===== config.mk =====
export PLATFORM = sky130hd
export DESIGN_NAME = supercap_enable_sequencer_unit_flat
export DESIGN_NICKNAME = d
export VERILOG_FILES = /design/src/sv/sces_pkg.sv /design/src/sv/sces_stream_if.sv /design/src/sv/sces_cfg_regs.sv /design/src/sv/sces_core.sv /design/src/sv/supercap_enable_sequencer_unit.sv /design/src/flat_wrapper.sv
export SDC_FILE = /design/constraint.sdc
export NUM_CORES = 1
export LEC_CHECK = 0
export BUFFER_PORTS_ARGS = -buffer_cell sky130_fd_sc_hd__buf_2
export CAP_MARGIN = 20
export CELL_PAD_IN_SITES_DETAIL_PLACEMENT = 2
export CELL_PAD_IN_SITES_GLOBAL_PLACEMENT = 2
export CORE_ASPECT_RATIO = 0.8
export CORE_MARGIN = 2
export CORE_UTILIZATION = 35
export CTS_CLUSTER_DIAMETER = 100
export CTS_CLUSTER_SIZE = 12
export DETAILED_ROUTE_END_ITERATION = 10
export PLACE_DENSITY = 0.77
export SKIP_CTS_REPAIR_TIMING = 1
export SYNTH_ARGS = -nofsm -noshare
export SYNTH_HDL_FRONTEND = slang
export SYNTH_SLANG_ARGS = --single-unit
export TNS_END_PERCENT = 20

===== constraint.sdc =====
create_clock -name clk_i -period 3.95 [get_ports clk_i]
set_input_delay 0.79 -clock clk_i [delete_from_list [all_inputs] [get_ports clk_i]]
set_output_delay 0.79 -clock clk_i [all_outputs]
set_load 0.1 [all_outputs]

===== src/sv/sces_pkg.sv =====
// Package for the supercapacitor enable sequencer.
// Holds the configuration and result types, the register indexes and the reset values.
// No dependencies.
`timescale 1ns / 1ps

package sces_pkg;

  localparam int unsigned CfgIdxW  = 2;
  localparam int unsigned CfgDataW = 16;
  localparam int unsigned EnCntW   = 16;
  localparam int unsigned RfCntW   = 8;
  localparam int unsigned DisCntW  = 10;

  localparam logic [CfgIdxW-1:0] REG_ENABLE_DELAY     = 2'd0;
  localparam logic [CfgIdxW-1:0] REG_REFRESH_PERIOD   = 2'd1;
  localparam logic [CfgIdxW-1:0] REG_DISABLE_DEBOUNCE = 2'd2;

  localparam logic [EnCntW-1:0]  ENABLE_DELAY_RST     = 16'd1000;
  localparam logic [RfCntW-1:0]  REFRESH_PERIOD_RST   = 8'd10;
  localparam logic [DisCntW-1:0] DISABLE_DEBOUNCE_RST = 10'd30;

  typedef struct packed {
    logic [EnCntW-1:0]  enable_delay;
    logic [RfCntW-1:0]  refresh_period;
    logic [DisCntW-1:0] disable_debounce;
  } sces_cfg_t;

  typedef struct packed {
    logic send_command;
    logic use_capacitor;
    logic enabled_now;
  } sces_result_t;

endpackage


===== src/sv/sces_stream_if.sv =====
// Valid/ready channel interfaces of the sequencer: tick input and command output.
// Standalone, no package dependency.
`timescale 1ns / 1ps

interface sces_in_if;
  logic valid;
  logic ready;
  logic output_allowed;

  modport source (output valid, output output_allowed, input ready);
  modport sink   (input valid, input output_allowed, output ready);
endinterface

interface sces_out_if;
  logic valid;
  logic ready;
  logic send_command;
  logic use_capacitor;
  logic enabled_now;

  modport source (output valid, output send_command, output use_capacitor,
                  output enabled_now, input ready);
  modport sink   (input valid, input send_command, input use_capacitor,
                  input enabled_now, output ready);
endinterface


===== src/sv/sces_cfg_regs.sv =====
// Configuration register file: enable delay, refresh period, disable debounce.
// Depends on sces_pkg.
`timescale 1ns / 1ps

module sces_cfg_regs
  import sces_pkg::*;
(
  input  logic                clk_i,
  input  logic                rst_ni,
  input  logic                cfg_we_i,
  input  logic [CfgIdxW-1:0]  cfg_idx_i,
  input  logic [CfgDataW-1:0] cfg_data_i,
  output sces_cfg_t           cfg_o
);

  sces_cfg_t cfg_q, cfg_d;

  always_comb begin
    cfg_d = cfg_q;
    if (cfg_we_i) begin
      unique case (cfg_idx_i)
        REG_ENABLE_DELAY:     cfg_d.enable_delay     = cfg_data_i[EnCntW-1:0];
        REG_REFRESH_PERIOD:   cfg_d.refresh_period   = cfg_data_i[RfCntW-1:0];
        REG_DISABLE_DEBOUNCE: cfg_d.disable_debounce = cfg_data_i[DisCntW-1:0];
        default:              cfg_d = cfg_q;
      endcase
    end
  end

  always_ff @(posedge clk_i or negedge rst_ni) begin
    if (!rst_ni) begin
      cfg_q.enable_delay     <= ENABLE_DELAY_RST;
      cfg_q.refresh_period   <= REFRESH_PERIOD_RST;
      cfg_q.disable_debounce <= DISABLE_DEBOUNCE_RST;
    end else begin
      cfg_q <= cfg_d;
    end
  end

  assign cfg_o = cfg_q;

endmodule


===== src/sv/sces_core.sv =====
// Sequencer state: enabled flag and the enable, refresh and debounce counters.
// Advances one tick per step strobe; result is combinational. Depends on sces_pkg.
`timescale 1ns / 1ps

module sces_core
  import sces_pkg::*;
(
  input  logic         clk_i,
  input  logic         rst_ni,
  input  logic         step_i,
  input  logic         allowed_i,
  input  sces_cfg_t    cfg_i,
  output sces_result_t res_o
);

  logic               enabled_q, enabled_d;
  logic [EnCntW-1:0]  en_cnt_q, en_cnt_d;
  logic [RfCntW-1:0]  rf_cnt_q, rf_cnt_d;
  logic [DisCntW-1:0] dis_cnt_q, dis_cnt_d;

  logic [EnCntW:0]  en_nxt;
  logic [RfCntW:0]  rf_nxt;
  logic [DisCntW:0] dis_nxt;
  logic             en_hit, rf_hit, dis_hit;

  // compare one bit wider so the count never wraps
  assign en_nxt  = {1'b0, en_cnt_q} + {{EnCntW{1'b0}}, 1'b1};
  assign rf_nxt  = {1'b0, rf_cnt_q} + {{RfCntW{1'b0}}, 1'b1};
  assign dis_nxt = {1'b0, dis_cnt_q} + {{DisCntW{1'b0}}, 1'b1};
  assign en_hit  = en_nxt  >= {1'b0, cfg_i.enable_delay};
  assign rf_hit  = rf_nxt  >= {1'b0, cfg_i.refresh_period};
  assign dis_hit = dis_nxt >= {1'b0, cfg_i.disable_debounce};

  always_comb begin
    enabled_d           = enabled_q;
    en_cnt_d            = en_cnt_q;
    rf_cnt_d            = rf_cnt_q;
    dis_cnt_d           = dis_cnt_q;
    res_o.send_command  = 1'b0;
    res_o.use_capacitor = 1'b0;
    if (allowed_i) begin
      dis_cnt_d = '0;
      if (!enabled_q) begin
        rf_cnt_d = '0;
        if (en_hit) begin
          en_cnt_d            = '0;
          enabled_d           = 1'b1;
          res_o.send_command  = 1'b1;
          res_o.use_capacitor = 1'b1;
        end else begin
          en_cnt_d = en_nxt[EnCntW-1:0];
        end
      end else if (rf_hit) begin
        rf_cnt_d            = '0;
        res_o.send_command  = 1'b1;
        res_o.use_capacitor = 1'b1;
      end else begin
        rf_cnt_d = rf_nxt[RfCntW-1:0];
      end
    end else begin
      en_cnt_d = '0;
      rf_cnt_d = '0;
      if (enabled_q) begin
        if (dis_hit) begin
          dis_cnt_d          = '0;
          enabled_d          = 1'b0;
          res_o.send_command = 1'b1;
        end else begin
          dis_cnt_d = dis_nxt[DisCntW-1:0];
        end
      end else begin
        dis_cnt_d = '0;
      end
    end
    res_o.enabled_now = enabled_d;
  end

  always_ff @(posedge clk_i or negedge rst_ni) begin
    if (!rst_ni) begin
      enabled_q <= 1'b0;
      en_cnt_q  <= '0;
      rf_cnt_q  <= '0;
      dis_cnt_q <= '0;
    end else if (step_i) begin
      enabled_q <= enabled_d;
      en_cnt_q  <= en_cnt_d;
      rf_cnt_q  <= rf_cnt_d;
      dis_cnt_q <= dis_cnt_d;
    end
  end

endmodule


===== src/sv/supercap_enable_sequencer_unit.sv =====
// channel   dir  handshake     word
// in_i      in   valid/ready   output_allowed
// out_o     out  valid/ready   send_command, use_capacitor, enabled_now
// cfg       in   cfg_we_i      cfg_idx_i, cfg_data_i (no read-back)
//
// One word per cycle sustained while out_o is ready; an accepted word lands in the
// input register, then moves on into the result register that drives out_o. State
// advances when the input word moves into the result register. A stalled
// result holds while the input register still takes one more word. Reset
// clears state and loads the register defaults.
// Depends on sces_pkg, sces_stream_if, sces_cfg_regs, sces_core.
`timescale 1ns / 1ps

module supercap_enable_sequencer_unit
  import sces_pkg::*;
(
  input  logic                clk_i,
  input  logic                rst_ni,
  sces_in_if.sink             in_i,
  sces_out_if.source          out_o,
  input  logic                cfg_we_i,
  input  logic [CfgIdxW-1:0]  cfg_idx_i,
  input  logic [CfgDataW-1:0] cfg_data_i
);

  sces_cfg_t    cfg;
  sces_result_t res;
  sces_result_t res_q;
  logic         in_valid_q, allowed_q;
  logic         out_valid_q;
  logic         step, in_ready;

  assign step     = in_valid_q && (!out_valid_q || out_o.ready);
  assign in_ready = !in_valid_q || step;
  assign in_i.ready = in_ready;

  sces_cfg_regs u_cfg (
    .clk_i      (clk_i),
    .rst_ni     (rst_ni),
    .cfg_we_i   (cfg_we_i),
    .cfg_idx_i  (cfg_idx_i),
    .cfg_data_i (cfg_data_i),
    .cfg_o      (cfg)
  );

  sces_core u_core (
    .clk_i     (clk_i),
    .rst_ni    (rst_ni),
    .step_i    (step),
    .allowed_i (allowed_q),
    .cfg_i     (cfg),
    .res_o     (res)
  );

  always_ff @(posedge clk_i or negedge rst_ni) begin
    if (!rst_ni) begin
      in_valid_q  <= 1'b0;
      out_valid_q <= 1'b0;
    end else begin
      if (in_ready) begin
        in_valid_q <= in_i.valid;
      end
      if (step) begin
        out_valid_q <= 1'b1;
      end else if (out_o.ready) begin
        out_valid_q <= 1'b0;
      end
    end
  end

  always_ff @(posedge clk_i) begin
    if (in_ready && in_i.valid) begin
      allowed_q <= in_i.output_allowed;
    end
    if (step) begin
      res_q <= res;
    end
  end

  assign out_o.valid         = out_valid_q;
  assign out_o.send_command  = res_q.send_command;
  assign out_o.use_capacitor = res_q.use_capacitor;
  assign out_o.enabled_now   = res_q.enabled_now;

  a_enable_cmd_on: assert property (@(posedge clk_i) disable iff (!rst_ni)
    out_valid_q && res_q.send_command && res_q.use_capacitor |-> res_q.enabled_now)
    else $error("enable command with capacitor off");

  a_disable_cmd_off: assert property (@(posedge clk_i) disable iff (!rst_ni)
    out_valid_q && res_q.send_command && !res_q.use_capacitor |-> !res_q.enabled_now)
    else $error("disable command with capacitor on");

  a_use_needs_send: assert property (@(posedge clk_i) disable iff (!rst_ni)
    out_valid_q && !res_q.send_command |-> !res_q.use_capacitor)
    else $error("use flag set without command");

  a_flag_change_sends: assert property (@(posedge clk_i) disable iff (!rst_ni)
    step && (res.enabled_now != u_core.enabled_q) |-> res.send_command)
    else $error("enable flag changed without command");

endmodule


===== src/flat_wrapper.sv =====
// flat-port wrapper written by rule: the top's interface ports become plain ports
module supercap_enable_sequencer_unit_flat import sces_pkg::*;
  (clk_i, rst_ni, cfg_we_i, cfg_idx_i, cfg_data_i, in_i_valid, in_i_output_allowed, in_i_ready, out_o_valid, out_o_send_command, out_o_use_capacitor, out_o_enabled_now, out_o_ready);
  sces_in_if in_i_i ();
  sces_out_if out_o_i ();
  input  logic clk_i;
  input  logic rst_ni;
  input  logic cfg_we_i;
  input  logic [CfgIdxW-1:0] cfg_idx_i;
  input  logic [CfgDataW-1:0] cfg_data_i;
  input wire logic [$bits(in_i_i.valid)-1:0] in_i_valid;
  input wire logic [$bits(in_i_i.output_allowed)-1:0] in_i_output_allowed;
  output wire logic [$bits(in_i_i.ready)-1:0] in_i_ready;
  output wire logic [$bits(out_o_i.valid)-1:0] out_o_valid;
  output wire logic [$bits(out_o_i.send_command)-1:0] out_o_send_command;
  output wire logic [$bits(out_o_i.use_capacitor)-1:0] out_o_use_capacitor;
  output wire logic [$bits(out_o_i.enabled_now)-1:0] out_o_enabled_now;
  input wire logic [$bits(out_o_i.ready)-1:0] out_o_ready;
  assign in_i_i.valid = in_i_valid;
  assign in_i_i.output_allowed = in_i_output_allowed;
  assign in_i_ready = in_i_i.ready;
  assign out_o_valid = out_o_i.valid;
  assign out_o_send_command = out_o_i.send_command;
  assign out_o_use_capacitor = out_o_i.use_capacitor;
  assign out_o_enabled_now = out_o_i.enabled_now;
  assign out_o_i.ready = out_o_ready;
  supercap_enable_sequencer_unit u_core (.clk_i(clk_i), .rst_ni(rst_ni), .in_i(in_i_i), .out_o(out_o_i), .cfg_we_i(cfg_we_i), .cfg_idx_i(cfg_idx_i), .cfg_data_i(cfg_data_i));
endmodule

Word-level counts from Yosys, hierarchy flattened

Index checks and enable logic that the tools add are counted.
W data, S select, Z words.

Input port bits: 24
Output and inout port bits: 5
Flip-flop bits (word level): 75
Word-level logic and storage cells: 56

$lt $le $gt $ge: 3
Equality and inequality tests: 3
Add/sub/neg operators: 3
Muxes and demuxes: 22
Reductions and logical operators: 12

Operators with widths:

| operator                | count |
|---|---|
| $mux W16                | 3 |
| $mux W10                | 3 |
| $mux W8                 | 3 |
| $add A16 B1 Y17 const B | 1 |
| $ge A17 B16 Y1          | 1 |
| $add A10 B1 Y11 const B | 1 |
| $ge A11 B10 Y1          | 1 |
| $mux W1                 | 10 |
| $add A8 B1 Y9 const B   | 1 |
| $ge A9 B8 Y1            | 1 |
| $reduce_and A2 Y1       | 4 |
| $mux W2                 | 3 |
| $eq A2 B1 Y1 const B    | 1 |
| $eq A2 B2 Y1 const B    | 1 |
| $logic_and A1 B1 Y1     | 2 |
| $logic_not A1 Y1        | 2 |
| $logic_not A2 Y1        | 1 |
| $logic_or A1 B1 Y1      | 2 |
| $ne A2 B2 Y1 const B    | 1 |
| $reduce_bool A2 Y1      | 1 |

Logic depth before layout (Yosys ltp)

Gate-level depths: netlist of run 1.

Depth after elaboration: 5
Gate-level depth with buffers: 13
Depth with buffers taken out: 12

Cells and area by module

Synthesis of run 1 repeated with hierarchy kept, for this count alone.

Cells, all modules: 407
Area total of the unflattened synthesis: 4365.4 um2

Modules (own cells, without submodules):

| module                         | area an instance (um2) | seq. area each (um2) | times used | cells an instance |
|---|---|---|---|---|
| sces_core                      | 2842.7                 | 875.8                | 1          | 322 |
| sces_cfg_regs                  | 1298.7                 | 865.8                | 1          | 73 |
| supercap_enable_sequencer_unit | 224.0                  | 170.2                | 1          | 12 |

Least setup slack after synthesis of run 1

No wires, ideal clock.

Path kind: reg2reg
Start point: register u_core.u_core.en_cnt_q[0]
End point: register u_core.res_q, in the netlist u_core.out_o.send_command (data pin)
Arrival: 2.660 ns
Cell stages (with the launch flop): 13
Path buffers: 0
Library setup time: 0.256 ns
Slack: 1.034 ns
Required time: 3.694 ns
Period minus slack after synthesis: 2.916 ns
Cell sequence: dfrtp_1 -> ha_1 -> and4_1 -> and4_4 -> nand4_1 -> xnor2_1 -> ha_1 -> nand3_1 -> nor3_1 -> o311ai_1 -> nand2_1 -> or3_1 -> a31o_2

RTL lines:

| item                   | line                                 | source |
|---|---|---|
| from (decl)            | sces_core.sv:17                      | `logic [EnCntW-1:0] en_cnt_q, en_cnt_d;` |
| from (signal assigned) | sces_core.sv:86                      | `en_cnt_q <= en_cnt_d;` |
| to (signal assigned)   | supercap_enable_sequencer_unit.sv:76 | `res_q <= res;` |
| to (decl)              | supercap_enable_sequencer_unit.sv:28 | `sces_result_t res_q;` |

==> reports/metrics.csv, run 1 <==
metric;value;unit
pin_count;29;
cts.htree.levels;3;
async_reset_ff_share;94.7;%
power_density;476;mW/mm^2
rrSetupSlack;290;ps
synth_top_family_by_area;compound AO/OA/AOI/OAI gates;
dieArea;0.0131;sq mm
maxSlewHeadroom;48.3;%
synth_ff_type;dfrtp_1;
layout_min_cycle_time;3660;ps
vias;3226;
hold_class;reg2reg;
max_freq;0.273;GHz
p_sw_share;27.2;%
route.detailed.wl_per_inst;19.3;um
yosysUniqueCellTypes;51;
start_util;35.5;%
synth-xor-area-share;5.75;%
die_x;127;um
intPower;0.00171;W
antenna_found_initial;0;
cap_violations;0;
drt_iter0_drc;103;
io_buffers;28;
grt_max_degree;32;
p_leak;2.37;nW
timing.final.crit_share;92.6;%
rsz0062_at_grt;false;
cts.reportedPaths.clkPinSlew;60;ps
setup_tns;0;ps
vias_per_cell;5.35;
hold_start;u_core.u_cfg.cfg_o[15];
pwr-share-comb;17.9;%
insertedDiodeCount;0;
insertion_delay;340;ps
met3_usage;3.89;%
track_usage;19.1;%
postRouteAntennaNets;0;
fin_skew;7.49;ps
hold_end;u_core.u_cfg.cfg_o[15];
synthAdderAreaFrac;10.9;%
seq_power_share;40.1;%
drive_above_1_share;22.0;%
synth.avg_cell_area;10.3;sq um
totalWireLength;11.6;mm
cts_sinks;75;
hold_viol_final;0;
r2r_end;u_core.out_o.send_command;
cts_max_path_buffers;2;
grt_pass1_wl;19.3;mm
first_pass_iters;4;
clkPwrFrac;42.0;%
num_rows;36;
syn_to_final_growth;16.0;%
grt-ovfl-total;0;
core;0.0120;sq mm
ys_seq_area_share;44.8;%
die_y;103;um
use_met2;32.5;%
synth_edf_count;4;
tightest_slew;776;ps
setup_viol;0;
yosys.area_share.simple;12.8;%
netlist_instances;413;
worst_r2r_path_depth;12;
synth_seq_cells;75;
timing.rr.start;u_core.u_core.en_cnt_q[0];
synth_compound_area_share;15.3;%
status;complete, no violations;
crit_path_start_kind;flip-flop;
grt_pass1_vias;3646;
cts-buffers-inserted;9;
synth_area;0.00427;sq mm
net-switching-power;0.000641;W
slew_viol_final;0;
gp_routability_congestion;0.776;
max-vdd-ir-drop;248;uV
synth_fp_nets;474;
hpwl;8.35;mm
crit_arrival;3750;ps
nNetsFinal;507;
grt.busiest_layer;met2;
crit_fanout;6;
ys.warnings.count;0;
cts_tree;yes;
dpl_worst_slack;366;ps
end_kind;flip-flop;
min_path_cells;1;
setup_slack;291;ps
worstSetupPathType;reg2reg;
cts_root_buffer;clkbuf_16;
worstPathRequired;4040;ps
grt_use_met1;25.4;%
drcViolationCount;0;
synthMuxAreaShare;5.28;%
power by group through the flow:
stage / clock network [W] / logic [W] / registers, W
2_1_floorplan: 0 / 0.000272 / 0.000950
3_3_place_gp: 0 / 0.000388 / 0.000945
3_5_place_dp: 0 / 0.000413 / 0.000955
4_1_cts: 0.00101 / 0.000430 / 0.000944
5_1_grt: 0.00104 / 0.000487 / 0.000956
6_report: 0.000989 / 0.000422 / 0.000944
routing by layer:
layer | wire [um] | vias up
li1 | - | 1527
met1 | 5570 | 1644
met2 | 5620 | 44
met3 | 309 | 11
met4 | 110 | 0
met5 | 0 | -
registers in the layout, indices dropped and copies added (netlist names):
register and count:
u_core.u_core.en_cnt_q 16, u_core.out_o.valid 1, u_core.u_cfg.cfg_o 34, u_core.u_core.enabled_q 1
u_core.out_o.use_capacitor 1, u_core.in_valid_q 1, u_core.u_core.dis_cnt_q 10, u_core.allowed_q 1
u_core.u_core.rf_cnt_q 8, u_core.out_o.send_command 1, u_core.out_o.enabled_now 1
worst max-delay path by stage:
stage	slack, ps	depth (start not counted)	to	startpoint
after global placement	560	12	u_core.u_core.en_cnt_q[11]	u_core.u_core.en_cnt_q[2]
after global routing	50	12	u_core.out_o.send_command	u_core.u_core.en_cnt_q[0]
final	290	12	u_core.out_o.send_command	u_core.u_core.en_cnt_q[0]
after floorplan	1030	12	u_core.out_o.send_command	u_core.u_core.en_cnt_q[0]
after CTS	200	12	u_core.u_core.en_cnt_q[11]	u_core.u_core.en_cnt_q[0]
after detailed placement	370	12	u_core.u_core.en_cnt_q[8]	u_core.u_core.en_cnt_q[2]
cell families after synthesis:
| kind of cell | Yosys count |
|---|---|
| DFF | 75 |
| xor gates and xnor gates | 28 |
| and+or+nand+nor | 105 |
| adders and majority gates | 37 |
| buffers and inverters | 54 |
| muxes | 20 |
| AOI/OAI and AO/OA | 94 |
synthesized netlist by cell type (2+ instances only):
cell type	count	area, sq um
nand2b_1	5	31.3
dfrtp_1	59	1480
o2bb2ai_1	2	17.5
nor3b_1	2	15.0
dfstp_2	12	315
a21o_1	3	22.5
o21a_1	2	15.0
edfxtp_1	4	120
nand3_1	22	110
a21oi_2	2	17.5
ha_1	37	463
nand3b_1	3	22.5
nand2_1	37	139
nor2b_1	3	18.8
nor2_1	7	26.3
and3_1	8	50.1
clkbuf_1	9	33.8
xnor2_1	19	166
xor2_1	9	78.8
buf_6	2	22.5
a22o_2	4	40.0
mux2_2	20	225
a22o_1	23	201
nand4_1	5	31.3
o21ai_0	27	135
o21ai_2	2	17.5
o211ai_1	2	15.0
inv_1	42	158
and4_1	3	26.3
nor3_1	2	10.0
a21oi_1	16	80.1
metrics by stage:
stage	hold slack (ps)	instances	utilization [%]	total power (W)	instance area, sq um
after floorplan	479	413	-	0.00122	4270
after global placement	490	587	38.1	0.00133	4580
after detailed placement	501	587	38.1	0.00137	4580
after CTS	514	603	41.1	0.00239	4940
after global routing	540	603	41.1	0.00249	4950
final	515	603	41.1	0.00236	4950
cells in the final DEF, fill, tap and decap left out, drive strengths merged, types with 2 or more instances in the layout:
cell type | synthesis | layout
o211ai | 2 | 2
nand2 | 37 | 37
and4 | 4 | 4
o2bb2ai | 2 | 2
bufinv | 0 | 3
nand3 | 22 | 22
xor2 | 9 | 9
o21ai | 30 | 30
xnor2 | 19 | 19
nor2 | 8 | 8
ha | 37 | 37
nand3b | 3 | 3
nand4 | 5 | 5
mux2 | 20 | 20
a21oi | 18 | 18
buf | 3 | 34
dfrtp | 59 | 59
a22o | 27 | 27
inv | 42 | 42
edfxtp | 4 | 4
clkbuf | 9 | 12
a21o | 4 | 4
nand2b | 5 | 5
nor3b | 2 | 2
o21a | 2 | 2
and3 | 10 | 10
nor2b | 3 | 3
dfstp | 12 | 12
nor3 | 2 | 2
layout make-up:
class | count | area, sq um
multi-input combinational | 284 | 2140
clock buffer | 12 | 267
clock inverter | 4 | 95.1
sequential | 75 | 1910
fill | 1269 | 7080
timing repair buffer | 34 | 185
inverter | 42 | 158
tap | 152 | 190
worst max-delay path: stages, from the launching register on:
cell	delay (ps)
dfrtp_1	470
nand3_1	130
nor2_1	390
nand4_1	350
nor2b_1	220
xor2_1	250
ha_1	320
nand3_1	180
nor3_1	120
o311ai_1	140
nand2_1	140
or3_1	440
a31o_2	270
No activity file was read; power rests on OpenSTA's default activity.
==> inputs of run 2 (changes only) <==
--- a/config.mk
+++ b/config.mk
@@ -12,7 +12,6 @@
 export CORE_ASPECT_RATIO = 0.8
 export CORE_MARGIN = 2
 export CORE_UTILIZATION = 35
-export CTS_CLUSTER_DIAMETER = 100
 export CTS_CLUSTER_SIZE = 12
 export DETAILED_ROUTE_END_ITERATION = 10
 export PLACE_DENSITY = 0.77
==> constraint.sdc (replaced) <==
create_clock -name clk_i -period 4.6 [get_ports clk_i]
set_input_delay 0.92 -clock clk_i [delete_from_list [all_inputs] [get_ports clk_i]]
set_output_delay 0.92 -clock clk_i [all_outputs]
set_load 0.1 [all_outputs]
==> run 2 against run 1 <==
Clock power is 33% lower. Largest power group is now sequential cells. Die area unchanged. Sequential share of layout area increased by 0.77 points. Cell count down 0.17%. Power fell by 23%. Via count increased by 0.50%. Sequential cell count did not move. Count of clock-buffer cells in the layout grew 2. Setup slack gained 660 ps. Non-clock buffer count fell by 1. Critical path type unchanged. First-iteration DRC count is 16% lower. Fmax is 0.30% higher.
==> reports/metrics.csv, run 2 (synthesis results as in run 1) <==
metric;value;unit
slew_viol_final;0;
setup_tns;0;ps
final_common_cell;dfrtp_1;
crit_chain;nand2_1 > nor2_1 > nand4_1 > nor2b_1 > xor2_1 > ha_1 > nand3_1 > nor3_1 > a32oi_1 > nand4_1 > nor2_2 > a22o_1;
cts-buffers-inserted;9;
gp_routability_congestion;0.788;
crit_arrival;3920;ps
worst_r2r_path_depth;12;
antenna_found_initial;0;
nNetsFinal;506;
cts_tree;yes;
dieArea;0.0131;sq mm
cp_common_cell;nand4_1;
cts.reportedPaths.clkPinSlew;50;ps
crit_start;u_core.u_core.en_cnt_q[2];
cts.htree.levels;3;
highest_layer;met4;
tightest_slew;870;ps
end_kind;flip-flop;
power_density;376;mW/mm^2
layout.cells.non_filler;602;
dpl_worst_slack;994;ps
die_x;127;um
route.met3.wl;310;um
crit_path_start_kind;flip-flop;
max_freq;0.274;GHz
die_y;103;um
crit_fanout;14;
first_pass_iters;4;
rrSetupSlack;950;ps
r2r_end;u_core.u_core.en_cnt_q[2];
crit_path_max_incr_delay;620;ps
design_area;0.00485;sq mm
grt_pass1_vias;3621;
insertion_delay;340;ps
cap_violations;0;
timing.final.crit_share;79.3;%
track_usage;18.7;%
wl_met1;5.35;mm
vias_per_cell;5.39;
cts_root_buffer;clkbuf_16;
hold_viol_final;0;
rsz0062_at_grt;false;
hold_class;reg2reg;
hold_start;u_core.u_cfg.cfg_o[25];
core;0.0120;sq mm
p_leak;2.32;nW
syn_to_final_growth;13.8;%
cts_max_path_buffers;2;
drt_iter0_drc;87;
max-vdd-ir-drop;233;uV
route.detailed.wl_per_inst;18.5;um
worst_path_max_delay_cell;nor2_2;
place_area;0.00457;sq mm
num_rows;36;
setup_viol;0;
worstSetupPathType;reg2reg;
grt_max_degree;28;
maxSlewHeadroom;41.9;%
worstPathRequired;4870;ps
layout_min_cycle_time;3650;ps
cts_sinks;75;
largest_reg_flops;34;
postRouteAntennaNets;0;
drive_above_1_share;21.1;%
fin_skew;8.81;ps
hold_end;u_core.u_cfg.cfg_o[25];
grt-ovfl-total;0;
totalWireLength;11.1;mm
setup_slack;952;ps
start_util;35.5;%
place_inst;585;
hpwl;8.55;mm
grt_pass1_wl;18.7;mm
min_path_cells;2;
status;complete, no violations;
mostFrequentLayoutCells;dfrtp_1 (59), inv_1 (42), nand2_1 (37), ha_1 (37), buf_2 (28);
pin_count;29;
vias;3242;
drcViolationCount;0;
timing.rr.start;u_core.u_core.en_cnt_q[2];
insertedDiodeCount;0;
met2_length;5.32;mm
io_buffers;28;
total_power;0.00182;W
## run 2: changes by cell type in the layout (fill, tap and decap cells not counted)
cell,delta
nor2_4,-1
nor2_2,+1
clkinv_2,+1
buf_6,+1
buf_4,-2
clkbuf_1,+3
bufinv_16,-3
clkbuf_8,-1
## run 2: how the worst max path moves through the flow
| stage | to | depth (start not counted) |
|---|---|---|
| CTS | u_core.u_core.en_cnt_q[2] | 12 |
| finish | u_core.u_core.en_cnt_q[2] | 12 |
| floorplan | u_core.out_o.send_command | 12 |
| detailed placement | u_core.u_core.en_cnt_q[8] | 12 |
| global placement | u_core.u_core.en_cnt_q[11] | 12 |
| global route | u_core.u_core.en_cnt_q[2] | 12 |
## run 2: worst max-delay path, delay by kind of cell (launching register included)
| family | cells | cell delay [ps] |
|---|---|---|
| flip-flops | 1 | 450 |
| adder cells (fa/ha/maj) | 1 | 310 |
| AND/OR/NAND/NOR | 8 | 2150 |
| AO/OA/AOI/OAI | 2 | 430 |
| XOR/XNOR | 1 | 250 |
## run 2: metal layers
layer / up-vias / GRT usage (%)
met2: 36 / 31.5
met1: 1661 / 24.5
li1: 1528 / -
met4: 0 / 5.16
met5: - / 0
met3: 17 / 4.05
## run 2: area by class of cell
cell class	count	area, sq um
Sequential cell	75	1910
Clock inverter	2	10.0
Fill cell	1270	7170
Timing Repair Buffer	33	181
Tap cell	152	190
Inverter	42	158
Multi-Input combinational cell	284	2140
Clock buffer	14	264
## run 2: stage by stage
| stage | util, % | hold slack, ps |
|---|---|---|
| global placement | 38.0 | 492 |
| detailed placement | 38.0 | 500 |
| CTS | 40.3 | 512 |
| finish | 40.3 | 508 |
| global route | 40.3 | 529 |
| floorplan | - | 479 |
## run 2: power breakdown
| part | internal, W | switching [W] | leakage, nW | total (W) |
|---|---|---|---|---|
| clock network | 0.000393 | 0.000265 | 0.137 | 0.000658 |
| registers | 0.000755 | 0.0000532 | 0.926 | 0.000808 |
| logic | 0.000143 | 0.000214 | 1.26 | 0.000357 |
| total | 0.00129 | 0.000532 | 2.32 | 0.00182 |
==> inputs of run 3 (changes only) <==
--- a/config.mk
+++ b/config.mk
@@ -14,7 +14,7 @@
 export CORE_UTILIZATION = 35
 export CTS_CLUSTER_SIZE = 12
 export DETAILED_ROUTE_END_ITERATION = 10
-export PLACE_DENSITY = 0.77
+export PLACE_DENSITY = 0.8
 export SKIP_CTS_REPAIR_TIMING = 1
 export SYNTH_ARGS = -nofsm -noshare
 export SYNTH_HDL_FRONTEND = slang
==> constraint.sdc (replaced) <==
create_clock -name clk_i -period 3.3 [get_ports clk_i]
set_input_delay 0.66 -clock clk_i [delete_from_list [all_inputs] [get_ports clk_i]]
set_output_delay 0.66 -clock clk_i [all_outputs]
set_load 0.1 [all_outputs]
==> run 3 against run 2 <==
Combinational power grew 49%. Cell count increased by 1.3%. Sequential cell count is the same. Die area stayed put. Power up 42%. Register-to-register slack lost 790 ps. Worst hold slack got worse by 140 ps. Setup slack worse by 790 ps. Critical endpoint is now u_core.u_core.en_cnt_q[11]. Non-clock buffer count is 8 higher. Critical path depth up 2. First-iteration DRC count up 14%.
==> reports/metrics.csv, run 3 (synthesis results as in run 1) <==
metric;value;unit
status;complete, no violations;
place_area;0.00463;sq mm
timing.rr.start;u_core.u_core.en_cnt_q[0];
hold_slack;372;ps
hold_class;in2async;
num_rows;36;
cts_max_path_buffers;2;
end_kind;flip-flop;
p_leak;2.37;nW
crit_path_start_kind;flip-flop;
drt_iter0_drc;99;
vias;3279;
mostFrequentLayoutCells;dfrtp_1 (57), inv_1 (42), nand2_1 (37), ha_1 (36), buf_2 (28);
drive_above_1_share;24.9;%
crit_fanout;10;
grt_max_degree;45;
worstSetupPathType;reg2reg;
grt_pass1_wl;19.6;mm
dieArea;0.0131;sq mm
io_buffers;28;
multi_input_comb_area;0.00218;sq mm
start_util;35.5;%
grt_pass1_vias;3739;
insertion_delay;350;ps
dpl_worst_slack;78.2;ps
gp_routability_congestion;0.840;
first_pass_iters;4;
fillers;1296;
cts.reportedPaths.clkPinSlew;60;ps
core;0.0120;sq mm
rrSetupSlack;160;ps
hold_viol_final;0;
slew_viol_final;0;
grt-ovfl-total;0;
pin_count;29;
cts_root_buffer;clkbuf_16;
route.detailed.wl_per_inst;19.1;um
track_usage;19.7;%
setup_slack;159;ps
r2r_end;u_core.u_core.en_cnt_q[11];
nNetsFinal;514;
die_y;103;um
max_freq;0.318;GHz
insertedDiodeCount;0;
p_sw_share;29.9;%
die_x;127;um
crit_arrival;3380;ps
crit_start;u_core.u_core.en_cnt_q[0];
final_common_cell;dfrtp_1;
hpwl;8.55;mm
power_density;523;mW/mm^2
max-vdd-ir-drop;283;uV
cap_violations;0;
drcViolationCount;0;
syn_to_final_growth;16.4;%
clkPwrFrac;36.2;%
tightest_slew;729;ps
endpoint;u_core.u_core.en_cnt_q[11];
net-switching-power;0.000777;W
worst_r2r_path_depth;14;
layout_min_cycle_time;3140;ps
design_area;0.00496;sq mm
antenna_found_initial;0;
vias_per_cell;5.38;
setup_viol;0;
totalWireLength;11.7;mm
postLayoutCoreUtil;41.3;%
largest_reg_flops;34;
cts_sinks;75;
seq_area;0.00191;sq mm
timing.final.crit_share;95.2;%
fin_skew;6.53;ps
pwr-share-comb;20.5;%
intPower;0.00182;W
cts-buffers-inserted;9;
worstPathRequired;3540;ps
seq_power_share;43.3;%
cts_tree;yes;
maxSlewHeadroom;51.4;%
postRouteAntennaNets;0;
cts.htree.levels;3;
[run 3: stage by stage]
step / total power, W / setup TNS [ps] / cells
6_report: 0.00260 / 0 / 610
5_1_grt: 0.00275 / -109 / 610
4_1_cts: 0.00262 / 0 / 608
3_5_place_dp: 0.00165 / 0 / 592
3_3_place_gp: 0.00160 / 0 / 592
2_1_floorplan: 0.00146 / 0 / 413
[run 3: area by class of cell]
class	count	area share (%)
sequential	75	38.6
tap	152	3.83
multi-input combinational	284	43.9
timing repair buffer	41	5.04
clock inverter	2	0.202
clock buffer	14	5.32
inverter	42	3.18
[run 3: worst min path at each step]
stage	startpoint	endpoint	slack, ps	cells past startpoint
after global routing	rst_ni	u_core.u_cfg.cfg_o[33]	430	1
final	rst_ni	u_core.u_cfg.cfg_o[33]	370	1
after floorplan	rst_ni	u_core.in_valid_q	360	0
after detailed placement	u_core.u_cfg.cfg_o[8]	u_core.u_cfg.cfg_o[8]	500	1
after global placement	u_core.u_cfg.cfg_o[17]	u_core.u_cfg.cfg_o[17]	490	1
after CTS	rst_ni	u_core.u_core.dis_cnt_q[2]	390	1
[run 3: power by group through the flow]
stage	clock network [W]	logic [W]	registers, W
after floorplan	0	0.000326	0.00114
after global placement	0	0.000470	0.00113
after detailed placement	0	0.000513	0.00114
after CTS	0.000975	0.000525	0.00112
after global routing	0.00100	0.000608	0.00114
final	0.000941	0.000532	0.00112
[run 3: critical path: stages (launching register included)]
cell	delay [ps]
dfrtp_1	360
buf_4	130
ha_4	150
and4_2	250
and4_4	250
nand4_1	140
xnor2_2	180
ha_1	320
nand3_2	120
nor3_2	280
o311ai_1	190
nand4_1	180
nor2_2	50
buf_4	180
a22o_1	240
[run 3: layer usage]
layer,vias up,global-route usage [%],part of all wire [%]
met5,-,0,0
met4,0,6.93,1.9
met3,19,4.31,3.2
met2,39,33.3,48
met1,1680,25.2,47
li1,1541,-,-
